## src/rtl/cpi_pkg.sv

```systemverilog
package cpi_pkg;

  // Result status codes
  typedef enum logic [1:0] {
    ST_OK      = 2'd0,
    ST_NO_MEET = 2'd1,
    ST_SAME_X  = 2'd2
  } status_t;

  // Pipeline control for the multiplier and divider blocks: advance strobe and incoming valid
  typedef struct packed {
    logic adv;
    logic vld;
  } pipe_ctl_t;

endpackage

```

## src/rtl/cpi_mul.sv

```systemverilog
module cpi_mul
  import cpi_pkg::*;
#(
  parameter int WA = 8,
  parameter int WB = 8
) (
  input  logic              clk,
  input  logic              rst_n,
  input  pipe_ctl_t         ctl,
  input  logic [WA-1:0]     a,
  input  logic [WB-1:0]     b,
  output logic [WA+WB-1:0]  p,
  output logic              p_vld
);

  localparam int HA = (WA + 1) / 2;
  localparam int HB = (WB + 1) / 2;
  localparam int WP = WA + WB;

  logic [HA-1:0]            a_lo;
  logic [WA-HA-1:0]         a_hi;
  logic [HB-1:0]            b_lo;
  logic [WB-HB-1:0]         b_hi;
  logic [HA+HB-1:0]         ll_r;
  logic [HA+WB-HB-1:0]      lh_r;
  logic [WA-HA+HB-1:0]      hl_r;
  logic [WA-HA+WB-HB-1:0]   hh_r;
  logic [WP-1:0]            p_r, p_nxt;
  logic [1:0]               vld_r;

  assign a_lo = a[HA-1:0];
  assign a_hi = a[WA-1:HA];
  assign b_lo = b[HB-1:0];
  assign b_hi = b[WB-1:HB];

  // Recombine the four partial products
  always_comb begin
    p_nxt = WP'(ll_r) + (WP'(lh_r) << HB) + (WP'(hl_r) << HA) + (WP'(hh_r) << (HA + HB));
  end

  always_ff @(posedge clk) begin
    if (ctl.adv) begin
      ll_r <= a_lo * b_lo;
      lh_r <= a_lo * b_hi;
      hl_r <= a_hi * b_lo;
      hh_r <= a_hi * b_hi;
      p_r  <= p_nxt;
    end
  end

  always_ff @(posedge clk) begin
    if (!rst_n) begin
      vld_r <= '0;
    end else if (ctl.adv) begin
      vld_r <= {vld_r[0], ctl.vld};
    end
  end

  assign p     = p_r;
  assign p_vld = vld_r[1];

endmodule

```

## config.mk

```make
export PLATFORM = sky130hd
export DESIGN_NAME = cpi_mul
export DESIGN_NICKNAME = d
export VERILOG_FILES = /design/src/rtl/cpi_pkg.sv /design/src/rtl/cpi_mul.sv
export SDC_FILE = /design/constraint.sdc
export NUM_CORES = 1
export LEC_CHECK = 0
export BUFFER_PORTS_ARGS = -buffer_cell sky130_fd_sc_hd__buf_2
export CAP_MARGIN = 20
export CORE_MARGIN = 1.5
export CORE_UTILIZATION = 52
export CTS_BUF_LIST = sky130_fd_sc_hd__clkbuf_16
export DETAILED_ROUTE_END_ITERATION = 8
export PLACE_DENSITY = 0.77
export REMOVE_ABC_BUFFERS = 1
export SLEW_MARGIN = 20
export SYNTH_ARGS = -nofsm -noshare
export SYNTH_HDL_FRONTEND = slang
export SYNTH_SLANG_ARGS = --single-unit
```

## constraint.sdc

```tcl
create_clock -name clk -period 8 [get_ports clk]
set_input_delay 0.8 -clock clk [delete_from_list [all_inputs] [get_ports clk]]
set_output_delay 0.8 -clock clk [all_outputs]
set_load 0.1 [all_outputs]
```

* After elaboration in Yosys (flattened, before gate mapping)
Index checks and enable logic that the tools add are counted.
Word-level totals: logic and storage cells 13, output and inout port bits 17, flip-flop bits (word level) 50
Operators by class: add/sub/neg operators 3, $mul 4
Operator list (count):
- multiplier 4 x 4 -> 8 bit | 4
- adder 14 x 16 -> 16 bit | 1
- adder 13 x 12 -> 14 bit | 1
- adder 8 x 12 -> 13 bit | 1

* Logic depth before layout (Yosys ltp)
word-level depth 3, gate-level depth with buffers 10, depth with buffers taken out 10

* Worst setup path after synthesis
OpenSTA, ideal clock, no wires.
path kind input -> register, start in a[4], end reg hh_r[6], data pin, slack 4.926 ns, stages 8, data required time 7.742 ns, setup time 0.258 ns, arrival 2.816 ns, cell sequence nand2_1 -> fa_1 -> inv_1 -> fa_1 -> fa_1 -> a21o_1 -> a21oi_1 -> xnor2_1
On the way: word-level cells in the longest chain between the ends 1
RTL lines:
- start: declaration | line cpi_mul.sv:10 | input logic [WA-1:0] a,
- multiplier 4 x 4 -> 8 bit | line cpi_mul.sv:46 | hh_r <= a_hi * b_hi;
- end signal: assignment | line cpi_mul.sv:46
- end: declaration | line cpi_mul.sv:27 | logic [WA-HA+WB-HB-1:0] hh_r;
No other way between the ends. A chain may end at the register's enable or synchronous reset.

* Worst setup path after layout
start in a[4], end reg hl_r[6], data pin
On the way: word-level cells in the longest chain between the ends 1
RTL lines:
- multiplier 4 x 4 -> 8 bit | line cpi_mul.sv:45 | hl_r <= a_hi * b_lo;
- end signal: assignment | line cpi_mul.sv:45
- end: declaration | line cpi_mul.sv:26 | logic [WA-HA+HB-1:0] hl_r;
No other way between the ends.

==> flow_summary.json <==
{
  "ant_nets": 0,
  "place.gp.congestion": 0.863,
  "crit_path_max_fanout": 8,
  "min_path_type": "reg -> reg",
  "clk_latency_ps": 280,
  "start_util": 0.535,
  "cts_htree_levels": 2,
  "io_pins": 37,
  "leakage_uw": 0.00197,
  "min_from": "ll_r[2]",
  "worst_r2r_endpoint": "p[13]",
  "required_ps": 8040,
  "portBuffers": 36,
  "r2r_slack_ps": 5520,
  "wl_per_cell_um": 13.4,
  "maxCapViolCount": 0,
  "slew-limit-headroom": 0.679,
  "holdPathStages": 0,
  "cp-end-kind": "flip-flop",
  "final_nets": 474,
  "syn_avg_cell_area_um2": 11.7,
  "layout-drive-gt1-share": 0.128,
  "grt_start_max_net_pins": 51,
  "grt_setup_unrepaired": "no",
  "dieArea_um2": 7950,
  "final.setup.tns_ps": 0,
  "ir_drop_mv": 0.112,
  "netlist_area_um2": 3860,
  "syn_to_final_growth_pct": 12.4,
  "crit_arrival_ps": 3140,
  "rows": 31,
  "worst_pin_slew_ps": 485,
  "timing.fmax_ghz": 0.322,
  "clk_pin_slew_worst_paths_ps": 60,
  "ys_types": 33,
  "grt_first_pass_wirelength_um": 11000,
  "clock_sinks": 50,
  "post_cts_buffers": 0,
  "numCtsBuffers": 5,
  "reg2reg_depth": 8,
  "skew_ps": 4.70,
  "drtPass1Iterations": 5,
  "antenna_found_initial": 0,
  "dpl.hpwl_um": 4930,
  "cts_hold_buf": 0,
  "slew_violations": 0,
  "insertedDiodeCount": 0,
  "synth-edff-count": 48,
  "outcome": "finished, final reports clean",
  "holdPathEnd": "p[2]",
  "cts-resized-gates": 0,
  "drc": 0,
  "die_height_um": 89.1,
  "fin_crit_sh": 0.388,
  "grtUsageTotal": 0.184,
  "nFillCells": 604,
  "ys_seq_elements": 50,
  "synthCells": 330,
  "core_um2": 7210,
  "setup-violations-final": 0,
  "viasPerCell": 5.07,
  "max-clock-path-buffers": 2,
  "async_reset_ff_frac": 0,
  "cts_tree": "built",
  "vias": 2400,
  "hold_viol": 0,
  "synth-main-ff-cell": "edfxtp_1",
  "finalWirelength_um": 6350,
  "reg2reg_from": "ll_r[5]",
  "layout.cells.non_filler": 473,
  "synth-seq-area-share": 0.384,
  "power.density_nw_per_um2": 284,
  "dp_cells": 464,
  "ys_warn_count": 0,
  "crit_type": "in -> reg",
  "die_w_um": 89.1,
  "cts_root_buf": "clkbuf_16",
  "first_global_vias": 2376,
  "cp-start-kind": "primary input",
  "drtIter0Drc": 107,
  "period_minus_slack_ps": 3100,
  "grt_overflow_total": 0
}
## layout make-up
cell class                      count  area (um2)  area share
Multi-Input combinational cell    250        2260       0.520
Sequential cell                    50        1480       0.342
Timing Repair Buffer               37         200      0.0461
Clock buffer                        5         125      0.0288
Tap cell                           99         124      0.0286
Inverter                           29         109      0.0251
Clock inverter                      3        41.3     0.00952
## metal layers
metal,vias up,wire length [um],track usage
li1,1221,-,-
met1,1119,3060,0.253
met2,53,3010,0.308
met3,7,183,0.0222
met4,0,94,0.0545
met5,-,0,0
## synthesized netlist by cell type (2+ instances only)
cell type | count | area share
xnor2_1 | 16 | 0.036
nor2b_1 | 9 | 0.015
ha_1 | 56 | 0.18
a21o_1 | 3 | 0.0058
o2111ai_1 | 2 | 0.0045
nor2_1 | 8 | 0.0078
and2_1 | 49 | 0.079
nand3_1 | 3 | 0.0039
inv_1 | 29 | 0.028
nand2_1 | 28 | 0.027
edfxtp_1 | 48 | 0.37
xor2_1 | 6 | 0.014
dfxtp_1 | 2 | 0.010
mux2i_1 | 2 | 0.0052
o21ai_0 | 3 | 0.0039
nor3_1 | 2 | 0.0026
o211ai_1 | 4 | 0.0078
fa_1 | 25 | 0.13
nand3b_1 | 4 | 0.0078
a21oi_1 | 18 | 0.023
## worst max-delay path: stages
cell	delay, ps
buf_2	170
nand2_1	100
fa_1	530
inv_1	50
fa_1	580
inv_1	70
fa_1	460
nor2b_1	130
o21ai_0	90
nand2_1	90
xor2_1	60
## metrics by stage
step	cell area, um2	setup WS, ps	hold slack, ps	utilization	power (uW)
finish	4340	4900	423	0.601	1230
global route	4340	4760	427	0.601	1310
CTS	4320	4920	424	0.599	1240
detailed placement	4150	4610	409	0.575	1000
global placement	4150	4640	403	0.575	987
floorplan	3850	4930	400	-	897
## cell families (layout without fill, tap and decap cells)
logic type / after synthesis / count (layout) / synth area share
flops: 50 / 50 / 0.384
compound gates: 38 / 38 / 0.0658
mux: 2 / 2 / 0.00519
fa+ha+maj: 81 / 81 / 0.311
buf+inv: 30 / 74 / 0.0311
xor+xnor: 22 / 22 / 0.0499
simple gates: 107 / 107 / 0.153
## power breakdown
group	leakage [uW]	total, uW	internal (uW)	switching, uW
sequential	0.000483	391	372	18.9
combinational	0.00141	610	184	426
clock	0.0000812	230	146	84.3
## sequential cells by signal (all words and copies together) (netlist names)
name / flops
vld_r: 2
lh_r: 8
ll_r: 8
hl_r: 8
hh_r: 8
p: 16
## placed cells by master, fill, tap and decap left out, drive strengths merged
cell type	count
xor2	6
o21ai	4
nor3	2
nand3b	4
nor2	8
nand2	28
mux2i	2
a21boi	1
clkinvlp	1
edfxtp	48
a21oi	19
a31oi	1
buf	37
bufinv	1
and3	1
o31a	1
nand4b	1
nor2b	10
o21a	1
clkbuf	5
ha	56
nand3	3
o2111ai	3
xnor2	16
o221ai	1
fa	25
inv	30
o211ai	4
and2	49
or2b	1
a21o	3
dfxtp	2
## how the worst max path moves through the flow
stage,from,to,slack [ps],cells past startpoint
after floorplan,a[4],hh_r[6],4930,8
after global placement,a[0],ll_r[7],4640,10
after detailed placement,a[4],hl_r[6],4610,11
after CTS,a[4],hl_r[7],4920,10
after global routing,a[0],lh_r[7],4760,10
final,a[4],hl_r[6],4900,11
No activity file was read; power rests on OpenSTA's default activity.
